### src/rtl/owm_pkg.sv
// ----------------------------------------------------------------------------
// owm_pkg: shared types and constants of the 1-wire bus master
// request codes, request kinds, status codes, register map, queue items
// ----------------------------------------------------------------------------
package owm_pkg;

  localparam int unsigned CmdDepth = 2;
  localparam int unsigned ResDepth = 2;

  localparam int unsigned TickW   = 12;
  localparam int unsigned RegW    = 10;
  localparam int unsigned CfgIdxW = 3;
  localparam int unsigned CfgDatW = 12;

  localparam logic [RegW-1:0]  WriteOneLowRst  = 10'd9;
  localparam logic [RegW-1:0]  WriteZeroLowRst = 10'd60;
  localparam logic [RegW-1:0]  SlotRst         = 10'd80;
  localparam logic [RegW-1:0]  ReadLowRst      = 10'd9;
  localparam logic [RegW-1:0]  ReadSampleRst   = 10'd9;
  localparam logic [TickW-1:0] ResetLowRst     = 12'd490;
  localparam logic [RegW-1:0]  PresenceWaitRst = 10'd80;
  localparam logic [RegW-1:0]  RecoveryRst     = 10'd240;

  typedef enum logic [2:0] {
    REQ_TICK    = 3'd0,
    REQ_RESET   = 3'd1,
    REQ_WRITE   = 3'd2,
    REQ_READ    = 3'd3,
    REQ_TRIPLET = 3'd4,
    REQ_ARM     = 3'd5,
    REQ_OFF     = 3'd6,
    REQ_RSVD    = 3'd7
  } owm_req_e;

  typedef enum logic [2:0] {
    KIND_TICK,
    KIND_RESET,
    KIND_WRITE,
    KIND_READ,
    KIND_TRIPLET,
    KIND_ARM,
    KIND_OFF,
    KIND_NOP
  } owm_kind_e;

  typedef enum logic [2:0] {
    ST_OK        = 3'd0,
    ST_SHORT     = 3'd1,
    ST_INVALID   = 3'd2,
    ST_NO_PRES   = 3'd3,
    ST_REJ_BUSY  = 3'd4
  } owm_status_e;

  typedef enum logic [CfgIdxW-1:0] {
    CFG_WRITE_ONE_LOW  = 3'd0,
    CFG_WRITE_ZERO_LOW = 3'd1,
    CFG_SLOT           = 3'd2,
    CFG_READ_LOW       = 3'd3,
    CFG_READ_SAMPLE    = 3'd4,
    CFG_RESET_LOW      = 3'd5,
    CFG_PRESENCE_WAIT  = 3'd6,
    CFG_RECOVERY       = 3'd7
  } owm_cfg_e;

  // classified request, front to back
  typedef struct packed {
    owm_kind_e  kind;
    logic       is_cmd;
    logic [7:0] data_byte;
    logic       last_byte;
    logic       direction_bit;
    logic       bus_level;
  } owm_cmd_t;

  typedef struct packed {
    logic        drive_low;
    logic        strong_pullup;
    logic        busy_res;
    logic        done_res;
    owm_status_e status;
    logic [7:0]  read_data;
    logic [1:0]  triplet_code;
    logic        direction_taken;
  } owm_res_t;

  typedef struct packed {
    logic               we;
    owm_cfg_e           index;
    logic [CfgDatW-1:0] data;
  } owm_cfg_wr_t;

  // read sample point, clamped into [1, slot end]
  function automatic logic [RegW-1:0] sample_point(input logic [RegW-1:0] rl,
                                                   input logic [RegW-1:0] rs,
                                                   input logic [RegW-1:0] slot);
    logic [RegW:0]   sum;
    logic [RegW-1:0] se;
    logic [RegW-1:0] sp;
    sum = {1'b0, rl} + {1'b0, rs};
    se  = (slot == '0) ? RegW'(1) : slot;
    if (sum > {1'b0, se}) begin
      sp = se;
    end else begin
      sp = sum[RegW-1:0];
    end
    if (sp == '0) begin
      sp = RegW'(1);
    end
    return sp;
  endfunction

endpackage

### src/rtl/one_wire_bus_master.sv
// ----------------------------------------------------------------------------
// one_wire_bus_master: timed 1-wire bus master
// requests are classified, queued, then sequenced against microsecond ticks;
// every request gives one result into the result queue
// ----------------------------------------------------------------------------
//  channel   handshake                 payload
//  request   push / full               req_type, data_byte, last_byte,
//                                      direction_bit, bus_level
//  result    empty / pop               drive_low, strong_pullup, busy_res,
//                                      done_res, status, read_data,
//                                      triplet_code, direction_taken
//  config    cfg_valid_i / cfg_ready_o cfg_index_i, cfg_data_i
//
//  one request per cycle sustained; the sequencer retires one queued request
//  per cycle and pushes its result into the result queue in the same cycle.
//  the sequencer stalls only when the result queue is full; the request
//  queue then fills and raises full.
//  reset empties both queues, clears the sequencer and loads the timing registers with their reset values.
//  cfg_ready_o is always high; a write takes effect at the next edge.
// ----------------------------------------------------------------------------
module one_wire_bus_master #(
  parameter int unsigned CmdDepth = owm_pkg::CmdDepth,
  parameter int unsigned ResDepth = owm_pkg::ResDepth
) (
  input  logic                            clk_i,
  input  logic                            rst_ni,
  input  logic                            push,
  output logic                            full,
  input  logic [2:0]                      req_type_i,
  input  logic [7:0]                      data_byte_i,
  input  logic                            last_byte_i,
  input  logic                            direction_bit_i,
  input  logic                            bus_level_i,
  output logic                            empty,
  input  logic                            pop,
  output logic                            drive_low_o,
  output logic                            strong_pullup_o,
  output logic                            busy_res_o,
  output logic                            done_res_o,
  output logic [2:0]                      status_o,
  output logic [7:0]                      read_data_o,
  output logic [1:0]                      triplet_code_o,
  output logic                            direction_taken_o,
  input  logic                            cfg_valid_i,
  output logic                            cfg_ready_o,
  input  logic [owm_pkg::CfgIdxW-1:0]     cfg_index_i,
  input  logic [owm_pkg::CfgDatW-1:0]     cfg_data_i
);

  owm_pkg::owm_cmd_t    cmd_in, cmd_out;
  owm_pkg::owm_res_t    res_in, res_out;
  owm_pkg::owm_cfg_wr_t cfg_wr;
  logic                 cmd_empty, cmd_pop;
  logic                 res_full, res_push;

  assign cfg_ready_o  = 1'b1;
  assign cfg_wr.we    = cfg_valid_i;
  assign cfg_wr.index = owm_pkg::owm_cfg_e'(cfg_index_i);
  assign cfg_wr.data  = cfg_data_i;

  owm_front u_front (
    .req_type_i      (req_type_i),
    .data_byte_i     (data_byte_i),
    .last_byte_i     (last_byte_i),
    .direction_bit_i (direction_bit_i),
    .bus_level_i     (bus_level_i),
    .cmd_o           (cmd_in)
  );

  owm_fifo #(
    .Depth (CmdDepth),
    .Width ($bits(owm_pkg::owm_cmd_t))
  ) u_cmd_fifo (
    .clk_i   (clk_i),
    .rst_ni  (rst_ni),
    .push_i  (push),
    .wdata_i (cmd_in),
    .full_o  (full),
    .pop_i   (cmd_pop),
    .rdata_o (cmd_out),
    .empty_o (cmd_empty)
  );

  owm_back u_back (
    .clk_i       (clk_i),
    .rst_ni      (rst_ni),
    .cfg_i       (cfg_wr),
    .cmd_valid_i (!cmd_empty),
    .cmd_i       (cmd_out),
    .cmd_pop_o   (cmd_pop),
    .res_full_i  (res_full),
    .res_push_o  (res_push),
    .res_o       (res_in)
  );

  owm_fifo #(
    .Depth (ResDepth),
    .Width ($bits(owm_pkg::owm_res_t))
  ) u_res_fifo (
    .clk_i   (clk_i),
    .rst_ni  (rst_ni),
    .push_i  (res_push),
    .wdata_i (res_in),
    .full_o  (res_full),
    .pop_i   (pop),
    .rdata_o (res_out),
    .empty_o (empty)
  );

  assign drive_low_o       = res_out.drive_low;
  assign strong_pullup_o   = res_out.strong_pullup;
  assign busy_res_o        = res_out.busy_res;
  assign done_res_o        = res_out.done_res;
  assign status_o          = res_out.status;
  assign read_data_o       = res_out.read_data;
  assign triplet_code_o    = res_out.triplet_code;
  assign direction_taken_o = res_out.direction_taken;

endmodule

### src/rtl/owm_fifo.sv
// ----------------------------------------------------------------------------
// owm_fifo: small register queue
// first-word-fall-through queue used between front, back and result port
// ----------------------------------------------------------------------------
module owm_fifo #(
  parameter int unsigned Depth = 2,  // at least two
  parameter int unsigned Width = 8
) (
  input  logic             clk_i,
  input  logic             rst_ni,
  input  logic             push_i,
  input  logic [Width-1:0] wdata_i,
  output logic             full_o,
  input  logic             pop_i,
  output logic [Width-1:0] rdata_o,
  output logic             empty_o
);

  localparam int unsigned PtrW = $clog2(Depth);
  localparam int unsigned CntW = $clog2(Depth + 1);
  localparam logic [PtrW-1:0] LastIdx = PtrW'(Depth - 1);
  localparam logic [CntW-1:0] FullCnt = CntW'(Depth);

  logic [Width-1:0] mem_q [Depth];
  logic [PtrW-1:0]  wr_ptr_q, rd_ptr_q;
  logic [CntW-1:0]  cnt_q;
  logic             do_push, do_pop;

  assign full_o  = (cnt_q == FullCnt);
  assign empty_o = (cnt_q == '0);
  assign do_push = push_i && !full_o;
  assign do_pop  = pop_i && !empty_o;
  assign rdata_o = mem_q[rd_ptr_q];

  always_ff @(posedge clk_i) begin
    if (do_push) begin
      mem_q[wr_ptr_q] <= wdata_i;
    end
  end

  always_ff @(posedge clk_i or negedge rst_ni) begin
    if (!rst_ni) begin
      wr_ptr_q <= '0;
      rd_ptr_q <= '0;
      cnt_q    <= '0;
    end else begin
      if (do_push) begin
        wr_ptr_q <= (wr_ptr_q == LastIdx) ? '0 : wr_ptr_q + PtrW'(1);
      end
      if (do_pop) begin
        rd_ptr_q <= (rd_ptr_q == LastIdx) ? '0 : rd_ptr_q + PtrW'(1);
      end
      if (do_push && !do_pop) begin
        cnt_q <= cnt_q + CntW'(1);
      end else if (do_pop && !do_push) begin
        cnt_q <= cnt_q - CntW'(1);
      end
    end
  end

endmodule

### src/rtl/owm_front.sv
// ----------------------------------------------------------------------------
// owm_front: request classifier
// decodes the request code into a kind and packs the request for the queue
// ----------------------------------------------------------------------------
module owm_front (
  input  logic            [2:0] req_type_i,
  input  logic            [7:0] data_byte_i,
  input  logic                  last_byte_i,
  input  logic                  direction_bit_i,
  input  logic                  bus_level_i,
  output owm_pkg::owm_cmd_t     cmd_o
);

  owm_pkg::owm_kind_e kind;
  logic               is_cmd;

  always_comb begin
    is_cmd = 1'b1;
    case (owm_pkg::owm_req_e'(req_type_i))
      owm_pkg::REQ_TICK: begin
        kind   = owm_pkg::KIND_TICK;
        is_cmd = 1'b0;
      end
      owm_pkg::REQ_RESET:   kind = owm_pkg::KIND_RESET;
      owm_pkg::REQ_WRITE:   kind = owm_pkg::KIND_WRITE;
      owm_pkg::REQ_READ:    kind = owm_pkg::KIND_READ;
      owm_pkg::REQ_TRIPLET: kind = owm_pkg::KIND_TRIPLET;
      owm_pkg::REQ_ARM:     kind = owm_pkg::KIND_ARM;
      owm_pkg::REQ_OFF:     kind = owm_pkg::KIND_OFF;
      default: begin
        // reserved code: no time passes, nothing starts
        kind   = owm_pkg::KIND_NOP;
        is_cmd = 1'b0;
      end
    endcase
  end

  assign cmd_o.kind          = kind;
  assign cmd_o.is_cmd        = is_cmd;
  assign cmd_o.data_byte     = data_byte_i;
  assign cmd_o.last_byte     = last_byte_i;
  assign cmd_o.direction_bit = direction_bit_i;
  assign cmd_o.bus_level     = bus_level_i;

endmodule

### src/rtl/owm_back.sv
// ----------------------------------------------------------------------------
// owm_back: bus sequencer
// holds the timing registers and runs reset, slot and pullup sequencing,
// one queued request per cycle while the result queue has room, one result per request
// ----------------------------------------------------------------------------
module owm_back (
  input  logic                  clk_i,
  input  logic                  rst_ni,
  input  owm_pkg::owm_cfg_wr_t  cfg_i,
  input  logic                  cmd_valid_i,
  input  owm_pkg::owm_cmd_t     cmd_i,
  output logic                  cmd_pop_o,
  input  logic                  res_full_i,
  output logic                  res_push_o,
  output owm_pkg::owm_res_t     res_o
);

  localparam int unsigned TickW = owm_pkg::TickW;
  localparam int unsigned RegW  = owm_pkg::RegW;

  typedef enum logic [3:0] {
    PH_IDLE,
    PH_RST_LOW,
    PH_RST_WAIT,
    PH_RST_RECOV,
    PH_RST_TAIL,
    PH_WRITE,
    PH_READ,
    PH_TR_READ,
    PH_TR_WRITE
  } phase_e;

  // timing registers
  logic [RegW-1:0]  wr_one_q, wr_zero_q, slot_q, rd_low_q, rd_samp_q;
  logic [TickW-1:0] rst_low_q;
  logic [RegW-1:0]  pres_wait_q, recov_q;
  logic [RegW-1:0]  slot_end_q, samp_pt_q;
  logic [RegW-1:0]  slot_d, rd_low_d, rd_samp_d;

  // sequencer state
  phase_e           phase_q, phase_d;
  logic [TickW-1:0] tc_q, tc_d;
  logic [2:0]       bit_idx_q, bit_idx_d;
  logic [7:0]       shift_q, shift_d;
  logic [1:0]       trip_q, trip_d;
  logic             armed_q, armed_d;
  logic             pull_q, pull_d;
  logic             low_q, low_d;
  logic             pres_q, pres_d;
  logic             final_q, final_d;

  logic             step;
  logic             done;
  owm_pkg::owm_status_e status;
  logic [7:0]       rdata;
  logic [1:0]       tcode;
  logic             dtaken;

  assign step       = cmd_valid_i && !res_full_i;
  assign cmd_pop_o  = step;
  assign res_push_o = step;

  // ---------------------------------------------------------------- config
  always_comb begin
    slot_d    = slot_q;
    rd_low_d  = rd_low_q;
    rd_samp_d = rd_samp_q;
    if (cfg_i.we) begin
      case (cfg_i.index)
        owm_pkg::CFG_SLOT:        slot_d    = cfg_i.data[RegW-1:0];
        owm_pkg::CFG_READ_LOW:    rd_low_d  = cfg_i.data[RegW-1:0];
        owm_pkg::CFG_READ_SAMPLE: rd_samp_d = cfg_i.data[RegW-1:0];
        default: ;
      endcase
    end
  end

  always_ff @(posedge clk_i or negedge rst_ni) begin
    if (!rst_ni) begin
      wr_one_q    <= owm_pkg::WriteOneLowRst;
      wr_zero_q   <= owm_pkg::WriteZeroLowRst;
      slot_q      <= owm_pkg::SlotRst;
      rd_low_q    <= owm_pkg::ReadLowRst;
      rd_samp_q   <= owm_pkg::ReadSampleRst;
      rst_low_q   <= owm_pkg::ResetLowRst;
      pres_wait_q <= owm_pkg::PresenceWaitRst;
      recov_q     <= owm_pkg::RecoveryRst;
      slot_end_q  <= owm_pkg::SlotRst;
      samp_pt_q   <= owm_pkg::sample_point(owm_pkg::ReadLowRst, owm_pkg::ReadSampleRst,
                                           owm_pkg::SlotRst);
    end else if (cfg_i.we) begin
      case (cfg_i.index)
        owm_pkg::CFG_WRITE_ONE_LOW:  wr_one_q    <= cfg_i.data[RegW-1:0];
        owm_pkg::CFG_WRITE_ZERO_LOW: wr_zero_q   <= cfg_i.data[RegW-1:0];
        owm_pkg::CFG_RESET_LOW:      rst_low_q   <= cfg_i.data[TickW-1:0];
        owm_pkg::CFG_PRESENCE_WAIT:  pres_wait_q <= cfg_i.data[RegW-1:0];
        owm_pkg::CFG_RECOVERY:       recov_q     <= cfg_i.data[RegW-1:0];
        default: ;
      endcase
      slot_q     <= slot_d;
      rd_low_q   <= rd_low_d;
      rd_samp_q  <= rd_samp_d;
      // derived slot figures follow the write so the sequencer compares once
      slot_end_q <= (slot_d == '0) ? RegW'(1) : slot_d;
      samp_pt_q  <= owm_pkg::sample_point(rd_low_d, rd_samp_d, slot_d);
    end
  end

  // ------------------------------------------------------------- sequencer
  always_comb begin
    logic [TickW-1:0] tc_inc;
    logic [RegW-1:0]  low_len;
    logic             slot_end;
    logic             was_low;
    logic             sample_now;
    logic [1:0]       trip_new;

    phase_d   = phase_q;
    tc_d      = tc_q;
    bit_idx_d = bit_idx_q;
    shift_d   = shift_q;
    trip_d    = trip_q;
    armed_d   = armed_q;
    pull_d    = pull_q;
    low_d     = low_q;
    pres_d    = pres_q;
    final_d   = final_q;
    done      = 1'b0;
    status    = owm_pkg::ST_OK;
    rdata     = '0;
    tcode     = '0;
    dtaken    = 1'b0;

    tc_inc     = tc_q + TickW'(1);
    was_low    = low_q;
    low_len    = '0;
    slot_end   = 1'b0;
    sample_now = (tc_inc == {{(TickW-RegW){1'b0}}, samp_pt_q}) && cmd_i.bus_level;
    trip_new   = '0;

    if (cmd_i.is_cmd) begin
      if (phase_q != PH_IDLE) begin
        done   = 1'b1;
        status = owm_pkg::ST_REJ_BUSY;
      end else begin
        case (cmd_i.kind)
          owm_pkg::KIND_RESET: begin
            if (!cmd_i.bus_level) begin
              // line already low before the pulse
              done   = 1'b1;
              status = owm_pkg::ST_SHORT;
            end else begin
              pull_d  = 1'b0;
              pres_d  = 1'b0;
              phase_d = PH_RST_LOW;
              tc_d    = '0;
              low_d   = 1'b1;
            end
          end
          owm_pkg::KIND_WRITE: begin
            pull_d    = 1'b0;
            final_d   = cmd_i.last_byte && armed_q;
            if (cmd_i.last_byte) begin
              armed_d = 1'b0;
            end
            shift_d   = cmd_i.data_byte;
            bit_idx_d = '0;
            phase_d   = PH_WRITE;
            tc_d      = '0;
            low_d     = 1'b1;
          end
          owm_pkg::KIND_READ: begin
            pull_d    = 1'b0;
            shift_d   = '0;
            bit_idx_d = '0;
            phase_d   = PH_READ;
            tc_d      = '0;
            low_d     = 1'b1;
          end
          owm_pkg::KIND_TRIPLET: begin
            pull_d    = 1'b0;
            shift_d   = {7'd0, cmd_i.direction_bit};
            trip_d    = '0;
            bit_idx_d = '0;
            phase_d   = PH_TR_READ;
            tc_d      = '0;
            low_d     = 1'b1;
          end
          owm_pkg::KIND_ARM: begin
            armed_d = 1'b1;
            done    = 1'b1;
          end
          default: begin
            // pullup off
            pull_d = 1'b0;
            done   = 1'b1;
          end
        endcase
      end
    end else if (cmd_i.kind == owm_pkg::KIND_TICK) begin
      case (phase_q)
        PH_IDLE: ;
        PH_RST_LOW: begin
          tc_d = tc_inc;
          if (tc_inc >= rst_low_q) begin
            low_d = 1'b0;
            tc_d  = '0;
            if (cmd_i.bus_level) begin
              phase_d = PH_IDLE;
              done    = 1'b1;
              status  = owm_pkg::ST_INVALID;
            end else begin
              phase_d = PH_RST_WAIT;
            end
          end
        end
        PH_RST_WAIT: begin
          tc_d = tc_inc;
          if (tc_inc >= {2'b00, pres_wait_q}) begin
            pres_d = !cmd_i.bus_level;
            if (cmd_i.bus_level) begin
              phase_d = PH_RST_TAIL;
              tc_d    = '0;
            end else begin
              // presence sample counts as the first recovery sample
              tc_d = TickW'(1);
              if (recov_q <= RegW'(1)) begin
                phase_d = PH_IDLE;
                done    = 1'b1;
                status  = owm_pkg::ST_SHORT;
              end else begin
                phase_d = PH_RST_RECOV;
              end
            end
          end
        end
        PH_RST_RECOV: begin
          if (cmd_i.bus_level) begin
            phase_d = PH_RST_TAIL;
            tc_d    = '0;
          end else begin
            tc_d = tc_inc;
            if (tc_inc >= {2'b00, recov_q}) begin
              phase_d = PH_IDLE;
              done    = 1'b1;
              status  = owm_pkg::ST_SHORT;
            end
          end
        end
        PH_RST_TAIL: begin
          tc_d = tc_inc;
          if (tc_inc >= {2'b00, pres_wait_q}) begin
            phase_d = PH_IDLE;
            done    = 1'b1;
            status  = pres_q ? owm_pkg::ST_OK : owm_pkg::ST_NO_PRES;
          end
        end
        PH_WRITE: begin
          low_len  = shift_q[bit_idx_q] ? wr_one_q : wr_zero_q;
          tc_d     = tc_inc;
          slot_end = (tc_inc >= {2'b00, slot_end_q});
          if (tc_inc >= {2'b00, low_len} || slot_end) begin
            low_d = 1'b0;
          end
          // strong pullup takes over as the last bit of a final byte releases
          if (was_low && !low_d && final_q && (bit_idx_q == 3'd7)) begin
            pull_d = 1'b1;
          end
          if (slot_end) begin
            if (bit_idx_q == 3'd7) begin
              phase_d   = PH_IDLE;
              done      = 1'b1;
              final_d   = 1'b0;
              bit_idx_d = '0;
            end else begin
              bit_idx_d = bit_idx_q + 3'd1;
              tc_d      = '0;
              low_d     = 1'b1;
            end
          end
        end
        PH_READ: begin
          tc_d     = tc_inc;
          slot_end = (tc_inc >= {2'b00, slot_end_q});
          if (tc_inc >= {2'b00, rd_low_q} || slot_end) begin
            low_d = 1'b0;
          end
          if (sample_now) begin
            shift_d[bit_idx_q] = 1'b1;
          end
          if (slot_end) begin
            if (bit_idx_q == 3'd7) begin
              phase_d   = PH_IDLE;
              done      = 1'b1;
              bit_idx_d = '0;
              rdata     = shift_d;
            end else begin
              bit_idx_d = bit_idx_q + 3'd1;
              tc_d      = '0;
              low_d     = 1'b1;
            end
          end
        end
        PH_TR_READ: begin
          tc_d     = tc_inc;
          slot_end = (tc_inc >= {2'b00, slot_end_q});
          if (tc_inc >= {2'b00, rd_low_q} || slot_end) begin
            low_d = 1'b0;
          end
          trip_new = trip_q;
          if (sample_now) begin
            trip_new[bit_idx_q[0]] = 1'b1;
          end
          trip_d = trip_new;
          if (slot_end) begin
            if (bit_idx_q == 3'd0) begin
              bit_idx_d = 3'd1;
              tc_d      = '0;
              low_d     = 1'b1;
            end else begin
              bit_idx_d = '0;
              if (trip_new == 2'b11) begin
                shift_d = '0;
                phase_d = PH_IDLE;
                done    = 1'b1;
                tcode   = 2'b11;
              end else begin
                // one bit read as one forces its own direction
                if (trip_new != 2'b00) begin
                  shift_d = {7'd0, (trip_new == 2'b01)};
                end else begin
                  shift_d = {7'd0, shift_q[0]};
                end
                phase_d = PH_TR_WRITE;
                tc_d    = '0;
                low_d   = 1'b1;
              end
            end
          end
        end
        PH_TR_WRITE: begin
          low_len  = shift_q[0] ? wr_one_q : wr_zero_q;
          tc_d     = tc_inc;
          slot_end = (tc_inc >= {2'b00, slot_end_q});
          if (tc_inc >= {2'b00, low_len} || slot_end) begin
            low_d = 1'b0;
          end
          if (slot_end) begin
            phase_d = PH_IDLE;
            done    = 1'b1;
            tcode   = trip_q;
            dtaken  = shift_q[0];
          end
        end
        default: begin
          phase_d = PH_IDLE;
          low_d   = 1'b0;
        end
      endcase
    end
  end

  always_ff @(posedge clk_i or negedge rst_ni) begin
    if (!rst_ni) begin
      phase_q   <= PH_IDLE;
      tc_q      <= '0;
      bit_idx_q <= '0;
      shift_q   <= '0;
      trip_q    <= '0;
      armed_q   <= 1'b0;
      pull_q    <= 1'b0;
      low_q     <= 1'b0;
      pres_q    <= 1'b0;
      final_q   <= 1'b0;
    end else if (step) begin
      phase_q   <= phase_d;
      tc_q      <= tc_d;
      bit_idx_q <= bit_idx_d;
      shift_q   <= shift_d;
      trip_q    <= trip_d;
      armed_q   <= armed_d;
      pull_q    <= pull_d;
      low_q     <= low_d;
      pres_q    <= pres_d;
      final_q   <= final_d;
    end
  end

  assign res_o.drive_low       = low_d;
  assign res_o.strong_pullup   = pull_d;
  assign res_o.busy_res        = (phase_d != PH_IDLE);
  assign res_o.done_res        = done;
  assign res_o.status          = status;
  assign res_o.read_data       = rdata;
  assign res_o.triplet_code    = tcode;
  assign res_o.direction_taken = dtaken;

`ifndef SYNTHESIS
  a_idle_released: assert property (@(posedge clk_i) disable iff (!rst_ni)
    (phase_q == PH_IDLE) |-> !low_q)
    else $error("line driven low while idle");

  a_pullup_released: assert property (@(posedge clk_i) disable iff (!rst_ni)
    pull_q |-> !low_q)
    else $error("strong pullup on while line driven low");

  a_triplet_index: assert property (@(posedge clk_i) disable iff (!rst_ni)
    (phase_q == PH_TR_READ || phase_q == PH_TR_WRITE) |-> (bit_idx_q <= 3'd1))
    else $error("triplet bit index out of range");

  a_reject_busy: assert property (@(posedge clk_i) disable iff (!rst_ni)
    (step && res_o.done_res && res_o.status == owm_pkg::ST_REJ_BUSY) |-> res_o.busy_res)
    else $error("rejected request left the sequencer idle");

  a_data_with_done: assert property (@(posedge clk_i) disable iff (!rst_ni)
    (step && (res_o.read_data != '0 || res_o.triplet_code != '0)) |-> res_o.done_res)
    else $error("read data reported without completion");

  a_no_step_hold: assert property (@(posedge clk_i) disable iff (!rst_ni)
    !step |=> $stable(phase_q) && $stable(tc_q))
    else $error("sequencer moved without a request");
`endif

endmodule

### config.mk
export PLATFORM = sky130hd
export DESIGN_NAME = one_wire_bus_master
export DESIGN_NICKNAME = d
export VERILOG_FILES = /design/src/rtl/owm_pkg.sv /design/src/rtl/one_wire_bus_master.sv /design/src/rtl/owm_fifo.sv /design/src/rtl/owm_front.sv /design/src/rtl/owm_back.sv
export SDC_FILE = /design/constraint.sdc
export NUM_CORES = 1
export LEC_CHECK = 0
export BUFFER_PORTS_ARGS = -buffer_cell sky130_fd_sc_hd__buf_4
export CAP_MARGIN = 15
export CORE_MARGIN = 2
export CORE_UTILIZATION = 45
export CTS_CLUSTER_DIAMETER = 200
export DETAILED_ROUTE_END_ITERATION = 12
export PLACE_DENSITY = 0.65
export SYNTH_ARGS = -nofsm -noshare
export SYNTH_HDL_FRONTEND = slang
export SYNTH_SLANG_ARGS = --single-unit
### constraint.sdc
create_clock -name clk_i -period 4.7 [get_ports clk_i]
set_input_delay 1.175 -clock clk_i [delete_from_list [all_inputs] [get_ports clk_i]]
set_output_delay 1.175 -clock clk_i [all_outputs]
set_load 0.02 [all_outputs]
==> results.json, run 1 <==
{
  "power_density_nw_per_um2": 581,
  "status": "finished, final reports clean",
  "avgSynthCellArea_um2": 10.8,
  "cts_buffer_depth": 3,
  "layout-drive-gt1-share_pct": 30.5,
  "ctsHtreeMaxLevel": 1,
  "routed_wl_um": 32200,
  "min_period_ns": 4.58,
  "async_reset_ff_share_pct": 68.6,
  "met2_length_um": 15100,
  "r2r_start": "u_back.bit_idx_q[1]",
  "ys.warnings.count": 0,
  "clockRootBuffer": "clkbuf_16",
  "cp_data_arrival_time_ns": 4.99,
  "cts_tree": "done",
  "critPathSlowestCell": "o41a_1",
  "syn_inst": 1201,
  "cts_hold_buf": 0,
  "slew_headroom_pct": 36.3,
  "ys_ff_latch": 210,
  "finalSetupViolations": 0,
  "globalplace.congestion": 0.969,
  "wl_per_cell_um": 18.8,
  "cp_slowest_stage_delay_ns": 0.35,
  "max-cap-violations": 0,
  "max_freq_mhz": 219,
  "grt_pass1_vias": 9713,
  "final_cells": 1718,
  "row_count": 62,
  "met3_length_um": 1470,
  "grt_max_degree": 65,
  "hold_ws_ns": 0.496,
  "die_h_um": 174,
  "synth_fp_nets": 1334,
  "cpMostUsedCell": "buf_6",
  "hold_path_startpoint": "u_back.slot_q[1]",
  "place_inst": 1662,
  "coreArea_um2": 28600,
  "io-pin-count": 55,
  "hold_viol_final": 0,
  "met1Wirelength_um": 15100,
  "cts.sinks": 210,
  "drtIter0Drc": 718,
  "post-route-period-util_pct": 97.4,
  "slew_viol_final": 0,
  "synth-main-ff-cell": "dfrtp_1",
  "area_growth_pct": 17.9,
  "yosysSeqAreaShare_pct": 43.2,
  "initial_core_util_pct": 45.5,
  "fin_skew_ns": 0.0233,
  "rsz0062_at_grt": "true",
  "antennaDiodeCount": 0,
  "crit_chain": "buf_6 > nor4bb_4 > buf_6 > buf_6 > mux2_4 > ha_4 > a21oi_4 > nor2b_4 > a41o_1 > o41a_1 > a21o_1 > a21oi_2 > xnor2_2 > ha_1 > nand4_1 > o21ai_1 > a31o_2 > o211ai_1 > mux2_4 > mux2i_1 > o21ai_1",
  "postRouteAntennaNets": 0,
  "synth_area_um2": 13000,
  "nNetsFinal": 1448,
  "end_kind": "flip-flop",
  "worstMarginPinSlew_ns": 0.955,
  "leakagePower_nw": 6.69,
  "top_layer": "met4",
  "numPortBuffers": 53,
  "antenna_found_initial": 0,
  "synth_edf_count": 66,
  "vdd_ir_drop_max_mv": 0.346,
  "critPathLaunchType": "input port",
  "required_ns": 5.11,
  "die-area_um2": 30300,
  "clkTransAtPathRegs_ns": 0.06,
  "post-dp-hpwl_um": 24000,
  "gr-total-overflow": 0,
  "placed_area_um2": 14300,
  "track_usage_pct": 21.4,
  "hold_path_class": "reg2reg",
  "dr.pass1.iters": 5,
  "crit_type": "in2reg",
  "critical-path-top-delay-family": "compound AO/OA/AOI/OAI gates",
  "grt_pass1_wl_um": 52100,
  "critPathBufInv": 3,
  "routed-via-count": 9691,
  "viasPerCell": 5.64,
  "cts_made_buffers": 25,
  "drc": 0,
  "cp-startpoint": "cfg_index_i[1]",
  "clock_latency_ns": 0.54,
  "crit_fanout": 5,
  "yosysUniqueCellTypes": 92,
  "die_w_um": 174,
  "design_area_um2": 15400
}
per-stage QoR:
stage          util, %  worst slack [ns]  TNS [ns]  power (W)
5_1_grt           53.6           -0.0570   -0.0570    0.00954
6_report          53.6             0.124         0    0.00892
3_3_place_gp      50.0            -0.482     -4.09    0.00672
3_5_place_dp      50.0            -0.563     -4.92    0.00680
4_1_cts           53.3           0.00280         0    0.00890
2_1_floorplan        -            -0.510     -2.85    0.00550
power breakdown:
part | leakage, nW | total [W] | switching (W) | internal [W]
logic | 3.91 | 0.00399 | 0.00214 | 0.00185
registers | 2.35 | 0.00288 | 0.000368 | 0.00252
clock network | 0.424 | 0.00205 | 0.000816 | 0.00123
cell type report:
type,instances,area [µm²]
Multi-Input combinational cell,848,6910
Fill cell,2459,13300
Timing Repair Buffer,148,1160
Tap cell,384,480
Clock buffer,28,657
Inverter,82,308
Clock inverter,18,214
Sequential cell,210,5620
registers in the layout, summed over array words and instances, names as in the netlist, 3 cells and up, named ones only:
name and cells:
u_back.bit_idx_q 3, u_back.phase_q 4, u_back.pres_wait_q 10, u_back.rd_low_q 10, u_back.rd_samp_q 9, u_back.recov_q 10, u_back.rst_low_q 12, u_back.samp_pt_q 10
u_back.shift_q 8, u_back.slot_end_q 10, u_back.slot_q 10, u_back.tc_q 12, u_back.wr_one_q 10, u_back.wr_zero_q 10, u_cmd_fifo.mem_q 30, u_res_fifo.mem_q 36
path summary, 6_finish.rpt:
kind	end	slack, ns	depth (start not counted)
worst max-delay path	u_back.samp_pt_q[0]	0.12	21
worst min-delay path	u_back.slot_q[1]	0.50	1
worst max register to register	u_res_fifo.mem_q[1][17]	0.32	16
worst min register to register	u_back.slot_q[1]	0.50	1
max in group asynchronous	u_back.rst_low_q[8]	3.10	2
min in group asynchronous	u_cmd_fifo.wr_ptr_q	0.60	1
timing repair:
action,4_1_cts,5_1_grt
endpoints found under the setup margin,1,10
gates resized for setup,6,15
pin swaps,8,11
setup buffers,5,4
gates cloned,0,1
metal layers:
metal	vias up	global-route usage, %
met4	0	5.60
li1	4651	-
met3	46	2.82
met1	4774	30.0
met2	220	35.2
met5	-	0
cells in the mapped netlist, drive strengths merged, types with 5 or more instances:
library cell	count	area, µm²
a2111oi	10	119
a211o	7	63.8
a211oi	9	67.6
a21boi	12	90.1
a21o	11	83.8
a21oi	64	320
a31oi	5	46.3
a32o	5	50.1
and3	5	31.3
and4	5	48.8
buf	23	165
clkbuf	37	140
dfrtp	116	2900
dfstp	28	736
edfxtp	66	1980
ha	98	1230
inv	81	304
mux2	139	1570
mux2i	36	360
nand2	80	300
nand2b	12	75.1
nand3	20	100
nand4	17	121
nor2	69	269
nor2b	13	81.3
nor3	21	105
nor3b	6	45.0
o211ai	13	103
o21a	12	90.1
o21ai	51	255
o21bai	6	48.8
o221ai	6	52.6
o31ai	7	57.6
o41ai	5	51.3
or2	8	50.1
xnor2	22	193
xor2	12	105
kinds of logic (layout without fill, tap and decap cells):
kind of cell,Yosys count,count (layout),synth area share [%]
AOI/OAI and AO/OA,260,260,14.3
xor gates and xnor gates,34,34,2.29
adders and majority gates,99,99,9.58
buffers and inverters,143,276,4.85
DFF,210,210,43.2
muxes,177,177,15.1
other,1,1,0.0288
and+or+nand+nor,277,277,10.7
cell usage in the layout, fill, tap and decap left out, types with 16 or more instances in the layout:
cell / instances
ha_1: 92
nand3_1: 20
nand4_1: 16
buf_4: 136
xnor2_1: 21
nand2_1: 80
dfrtp_1: 116
clkbuf_16: 25
edfxtp_1: 66
nor3_1: 21
nor2_1: 67
mux2_2: 134
o21ai_0: 43
mux2i_1: 36
a21oi_1: 62
dfstp_2: 28
inv_1: 81
(Power assumes the default switching activity.)
==> run 2, diff against run 1 <==
Settings changed: CTS_BUF_LIST set to sky130_fd_sc_hd__clkbuf_4 sky130_fd_sc_hd__clkbuf_8 sky130_fd_sc_hd__clkbuf_16, GPL_ROUTABILITY_DRIVEN set to 1, SYNTH_HIERARCHICAL set to 1.
==> results.json, run 2 <==
{
  "status": "finished with violations",
  "violations": "negative setup slack",
  "nNetsFinal": 1498,
  "clkTransAtPathRegs_ns": 0.06,
  "grt_pass1_wl_um": 53800,
  "max-cap-violations": 0,
  "cts_made_buffers": 24,
  "synth_top_cells_by_area": "dfrtp_1 22%, edfxtp_1 15%, ha_1 9.2%, mux2_2 8.2%, dfstp_2 5.5%",
  "required_ns": 5.15,
  "gr-total-overflow": 0,
  "largest_reg_flops": 36,
  "die-area_um2": 31100,
  "grt_max_degree": 79,
  "rsz0062_at_grt": "true",
  "synth_area_um2": 13300,
  "max_freq_mhz": 210,
  "track_usage_pct": 21.9,
  "initial_core_util_pct": 45.4,
  "routed_wl_um": 33800,
  "cp_slowest_stage_delay_ns": 0.34,
  "final_cell_mix": "137 x buf_4, 115 x dfrtp_1, 94 x ha_1",
  "viasPerCell": 5.68,
  "hold_viol_final": 0,
  "fin_tns_setup_ns": -0.142,
  "coreArea_um2": 29400,
  "synth-main-ff-cell": "dfrtp_1",
  "wl_per_cell_um": 19.1,
  "layout-drive-gt1-share_pct": 27.5,
  "final_common_cell": "buf_4",
  "cts_buffer_depth": 3,
  "ys.warnings.count": 6,
  "critPathLaunchType": "input port",
  "synth_common_cells": "115 x dfrtp_1, 98 x ha_1, 97 x mux2_2, 82 x inv_1, 82 x nor2_1",
  "setup_ws_ns": -0.0657,
  "cp_data_arrival_time_ns": 5.21,
  "power_frac_clock_pct": 22.4,
  "power_w": 0.00886,
  "cts.sinks": 209,
  "end_kind": "flip-flop",
  "synth.most_common_cell": "dfrtp_1",
  "post-dp-hpwl_um": 24400,
  "drc": 0,
  "power_frac_seq_pct": 32.3,
  "yosysTopAreaCell": "dfrtp_1",
  "row_count": 63,
  "crit_fanout": 7,
  "vdd_ir_drop_max_mv": 0.281,
  "async_reset_ff_share_pct": 68.4,
  "top_regs": "u_res_fifo/mem_q x36, u_cmd_fifo/mem_q x30",
  "cpMostUsedCell": "mux2_4",
  "rrSetupSlack_ns": 0.50,
  "leakagePower_nw": 6.85,
  "clockRootBuffer": "clkbuf_16",
  "synth_edf_count": 66,
  "min_period_ns": 4.77,
  "avgSynthCellArea_um2": 10.5,
  "dr.pass1.iters": 5,
  "crit_type": "in2reg",
  "hold_path_class": "reg2reg",
  "slew_headroom_pct": 34.3,
  "intPower_w": 0.00562,
  "die_h_um": 176,
  "synth_fp_nets": 1408,
  "critPathSlowestCell": "a311oi_4",
  "antennaDiodeCount": 0,
  "die_w_um": 176,
  "final_cells": 1773,
  "place_inst": 1722,
  "cts_tree": "done",
  "yosysTopAreaCellShare_pct": 21.6,
  "antenna_found_initial": 0,
  "clock_latency_ns": 0.52,
  "final_util_pct": 52.8,
  "drtIter0Drc": 753,
  "finalSetupViolations": 4,
  "globalplace.congestion": 0.920,
  "postRouteAntennaNets": 0,
  "post-route-period-util_pct": 101,
  "syn_inst": 1275,
  "grt_pass1_vias": 9911,
  "ctsHtreeMaxLevel": 1,
  "yosysUniqueCellTypes": 90,
  "power_density_nw_per_um2": 570,
  "numPortBuffers": 53,
  "switching_share_pct": 36.6,
  "ys_ff_latch": 209,
  "routed-via-count": 10100,
  "area_growth_pct": 16.4,
  "crit_chain": "buf_6 > and4bb_1 > buf_6 > mux2_4 > ha_4 > o311a_1 > o21ai_2 > a311oi_4 > xor2_1 > ha_1 > a211o_1 > nor2_2 > o21ai_1 > nor3b_2 > o41ai_2 > o211a_2 > mux2_4 > mux2_4",
  "comb_power_share_pct": 45.3,
  "slew_viol_final": 0,
  "yosysSeqAreaShare_pct": 41.9,
  "io-pin-count": 55,
  "worstMarginPinSlew_ns": 0.986,
  "top_register": "u_res_fifo/mem_q",
  "p_sw_w": 0.00324,
  "fin_skew_ns": 0.00837
}
==> run 2: cell count changes after synthesis, sizes merged, moves of 7 or more <==
| cell | change |
|---|---|
| a211oi | +7 |
| a21boi | -9 |
| a21oi | +12 |
| and3 | +8 |
| buf | +19 |
| mux2 | -23 |
| nor2 | +14 |
| nor4 | +8 |
| o21a | +8 |
| o21ai | +32 |
==> run 2: worst max-delay path, delay by kind of cell <==
family | cells | cell delay (ns)
and+or+nand+nor | 3 | 0.53
xor gates and xnor gates | 1 | 0.22
buffers and inverters | 2 | 0.24
adders and majority gates | 2 | 0.55
muxes | 3 | 0.89
AOI/OAI and AO/OA | 7 | 1.59
==> run 2: metal layers <==
metal	global-route usage (%)	up-vias	wire length [µm]
met5	0	-	0
met1	31.1	4935	15600
li1	-	4811	-
met3	3.01	62	1650
met4	6.65	0	900
met2	34.9	264	15600
==> run 2: cells by family after synthesis <==
kind of cell / synth area share (%)
AO/OA/AOI/OAI: 14.3
buffers and inverters: 5.74
multiplexers: 13.6
XOR/XNOR: 2.91
AND/OR/NAND/NOR: 12.2
flip-flops: 41.9
other: 0.0281
adder cells (fa/ha/maj): 9.34
==> run 2: path summary, 6_finish.rpt <==
check                               startpoint  depth (start not counted)                   to
max in group asynchronous               rst_ni                          2  u_back/samp_pt_q[4]
min reg2reg                u_back/rst_low_q[3]                          2  u_back/rst_low_q[3]
min                        u_back/rst_low_q[3]                          2  u_back/rst_low_q[3]
max reg2reg                     u_back/tc_q[2]                         12       u_back/tc_q[8]
min in group asynchronous               rst_ni                          1  u_back/rd_samp_q[8]
max                             cfg_index_i[1]                         18  u_back/samp_pt_q[1]
==> run 2: power by group through the flow <==
stage	registers, W	clock network [W]	logic (W)
final	0.00286	0.00199	0.00401
after global routing	0.00293	0.00209	0.00441
after CTS	0.00286	0.00204	0.00387
after detailed placement	0.00289	0	0.00384
after global placement	0.00287	0	0.00378
after floorplan	0.00271	0	0.00281
==> run 2: repair_timing <==
item / CTS / global route
gates cloned: 0 / 1
hold endpoints to repair: 0 / 0
buffers inserted: 1 / 5
pin swaps: 3 / 16
endpoints found under the setup margin: 3 / 10
gates resized for setup: 3 / 17
hold buffers: 0 / 0
==> run 2: area by class of cell <==
type | instances | area (µm²)
sequential | 209 | 5600
tap | 390 | 488
multi-input combinational | 900 | 7100
fill | 2586 | 13900
inverter | 83 | 312
clock buffer | 33 | 711
timing repair buffer | 147 | 1190
clock inverter | 11 | 138
==> run 2: per-stage QoR <==
step                hold slack, ns  setup slack, ns  area (µm²)
floorplan                    0.450           -0.425       13400
global placement             0.467           -0.494       14500
detailed placement           0.482           -0.588       14500
CTS                          0.485          0.00138       15400
global route                 0.513           -0.230       15500
finish                       0.482          -0.0657       15500
==> run 3, diff against run 2 <==
Settings changed: CORE_UTILIZATION 45 to 60, PLACE_DENSITY 0.65 to 0.82, SKIP_CTS_REPAIR_TIMING set to 1.
==> results.json, run 3 (synthesis results as in run 2) <==
{
  "clock_latency_ns": 0.52,
  "final_cell_mix": "132 x buf_4, 115 x dfrtp_1, 94 x ha_1",
  "max-cap-violations": 0,
  "leakagePower_nw": 6.77,
  "numPortBuffers": 53,
  "final_common_cell": "buf_4",
  "area_growth_pct": 14.1,
  "die-area_um2": 23500,
  "placed_area_um2": 14300,
  "max_freq_mhz": 214,
  "worstMarginPinSlew_ns": 0.943,
  "use_met3_pct": 4.14,
  "rrSetupSlack_ns": 0.40,
  "required_ns": 5.15,
  "cpMostUsedCell": "mux2_4",
  "dp_slack_ns": -0.542,
  "post-dp-hpwl_um": 24000,
  "grt_pass1_wl_um": 53700,
  "grt_use_met2_pct": 45.7,
  "globalplace.congestion": 0.987,
  "finalSetupViolations": 0,
  "initial_core_util_pct": 61.2,
  "vdd_ir_drop_max_mv": 0.418,
  "die_w_um": 153,
  "crit_type": "in2reg",
  "top_regs": "u_res_fifo/mem_q x36, u_cmd_fifo/mem_q x30",
  "r2r_start": "u_back/tc_q[2]",
  "die_h_um": 153,
  "intPower_w": 0.00543,
  "comb_power_share_pct": 45.8,
  "layout-drive-gt1-share_pct": 27.0,
  "cts.sinks": 209,
  "slew_headroom_pct": 37.1,
  "routed_wl_um": 33700,
  "gr-total-overflow": 0,
  "wl_per_cell_um": 20.4,
  "status": "finished, final reports clean",
  "end_kind": "flip-flop",
  "holdPathStages": 2,
  "clockRootBuffer": "clkbuf_16",
  "min_period_ns": 4.68,
  "power_frac_clock_pct": 21.3,
  "cp_slowest_stage_delay_ns": 0.38,
  "r2r-end": "u_res_fifo/mem_q[0][14]",
  "design_area_um2": 15200,
  "grt.met1_usage_pct": 39.5,
  "postRouteAntennaNets": 0,
  "path_depth": 18,
  "p_sw_w": 0.00324,
  "ctsHtreeMaxLevel": 1,
  "critPathCapture": "u_back/samp_pt_q[1]",
  "drtIter0Drc": 874,
  "rsz0062_at_grt": "true",
  "post-route-period-util_pct": 99.6,
  "nNetsFinal": 1491,
  "critPathBufInv": 1,
  "cts_buffer_depth": 3,
  "grt_pass1_vias": 10300,
  "fin_skew_ns": 0.0223,
  "slew_viol_final": 0,
  "viasPerCell": 6.23,
  "critPathLaunchType": "input port",
  "row_count": 54,
  "power_density_nw_per_um2": 569,
  "top_register": "u_res_fifo/mem_q",
  "drc": 0,
  "crit_fanout": 5,
  "hold_ws_ns": 0.498,
  "power_w": 0.00867,
  "grt-busiest-layer": "met2",
  "critPathSlowestCell": "and4bb_4",
  "cts_tree": "done",
  "hold_path_class": "reg2reg",
  "track_usage_pct": 28.2,
  "cp_data_arrival_time_ns": 5.13,
  "setup_ws_ns": 0.0171,
  "hold_viol_final": 0,
  "power_frac_seq_pct": 33.0,
  "grt_max_degree": 100,
  "antennaDiodeCount": 0,
  "final_util_pct": 69.8,
  "critical-path-top-delay-family": "compound AO/OA/AOI/OAI gates",
  "crit_chain": "buf_6 > and4bb_4 > mux2_4 > ha_4 > fa_2 > o311a_1 > o21ai_2 > a311oi_4 > xor2_1 > ha_1 > a211o_1 > nor2_1 > o21ai_1 > nor3b_2 > o41ai_2 > o211a_1 > mux2_4 > mux2_4",
  "cp-startpoint": "cfg_index_i[1]",
  "routed-via-count": 10300,
  "antenna_found_initial": 0,
  "clkTransAtPathRegs_ns": 0.06,
  "switching_share_pct": 37.3,
  "largest_reg_flops": 36,
  "coreArea_um2": 21800,
  "dr.pass1.iters": 5,
  "cts_made_buffers": 23,
  "io-pin-count": 55,
  "r2r.worst_path.cells": 13
}
## run 3: changes by cell type in the layout (fill, tap and decap cells not counted), moves of 2 or more
cell / before / now
clkinv_2: 4 / 6
buf_4: 137 / 132
buf_12: 4 / 0
buf_6: 5 / 9
clkbuf_16: 26 / 23
## run 3: worst min-delay path by stage
stage,startpoint,end,slack [ns]
2_1_floorplan,u_back/pres_wait_q[3],u_back/pres_wait_q[3],0.45
3_3_place_gp,u_back/pres_wait_q[3],u_back/pres_wait_q[3],0.46
3_5_place_dp,u_back/slot_end_q[6],u_back/slot_end_q[6],0.48
4_1_cts,u_back/slot_end_q[6],u_back/slot_end_q[6],0.50
5_1_grt,u_back/slot_end_q[6],u_back/slot_end_q[6],0.52
6_report,u_back/slot_end_q[6],u_back/slot_end_q[6],0.50
## run 3: worst min-delay path, cell delays in order (launching register included)
cell	delay [ns]
dfstp_2	0.37
nor2_1	0.08
a21oi_1	0.05
## run 3: area by class of cell
type                            count  area, µm²
Clock buffer                       32        668
Clock inverter                     10        106
Fill cell                        1543       6600
Inverter                           83        312
Multi-Input combinational cell    900       7100
Sequential cell                   209       5600
Tap cell                          280        350
Timing Repair Buffer              141       1090
## run 3: layer usage
layer | vias up | routed length, µm
met5 | - | 0
met1 | 5018 | 14600
li1 | 4789 | -
met3 | 89 | 2260
met4 | 0 | 1060
met2 | 419 | 15800
## run 3: per-stage QoR
stage          cells  setup TNS [ns]
2_1_floorplan   1275           -3.36
3_3_place_gp    1606           -4.05
3_5_place_dp    1606           -4.74
4_1_cts         1648         -0.0457
5_1_grt         1655           -1.19
6_report        1655               0
## run 3: power groups by stage
stage               sequential, W  combinational [W]  clock (W)
floorplan                 0.00271            0.00281          0
global placement          0.00284            0.00370          0
detailed placement        0.00288            0.00378          0
CTS                       0.00285            0.00383    0.00187
global route              0.00291            0.00433    0.00195
finish                    0.00286            0.00397    0.00184
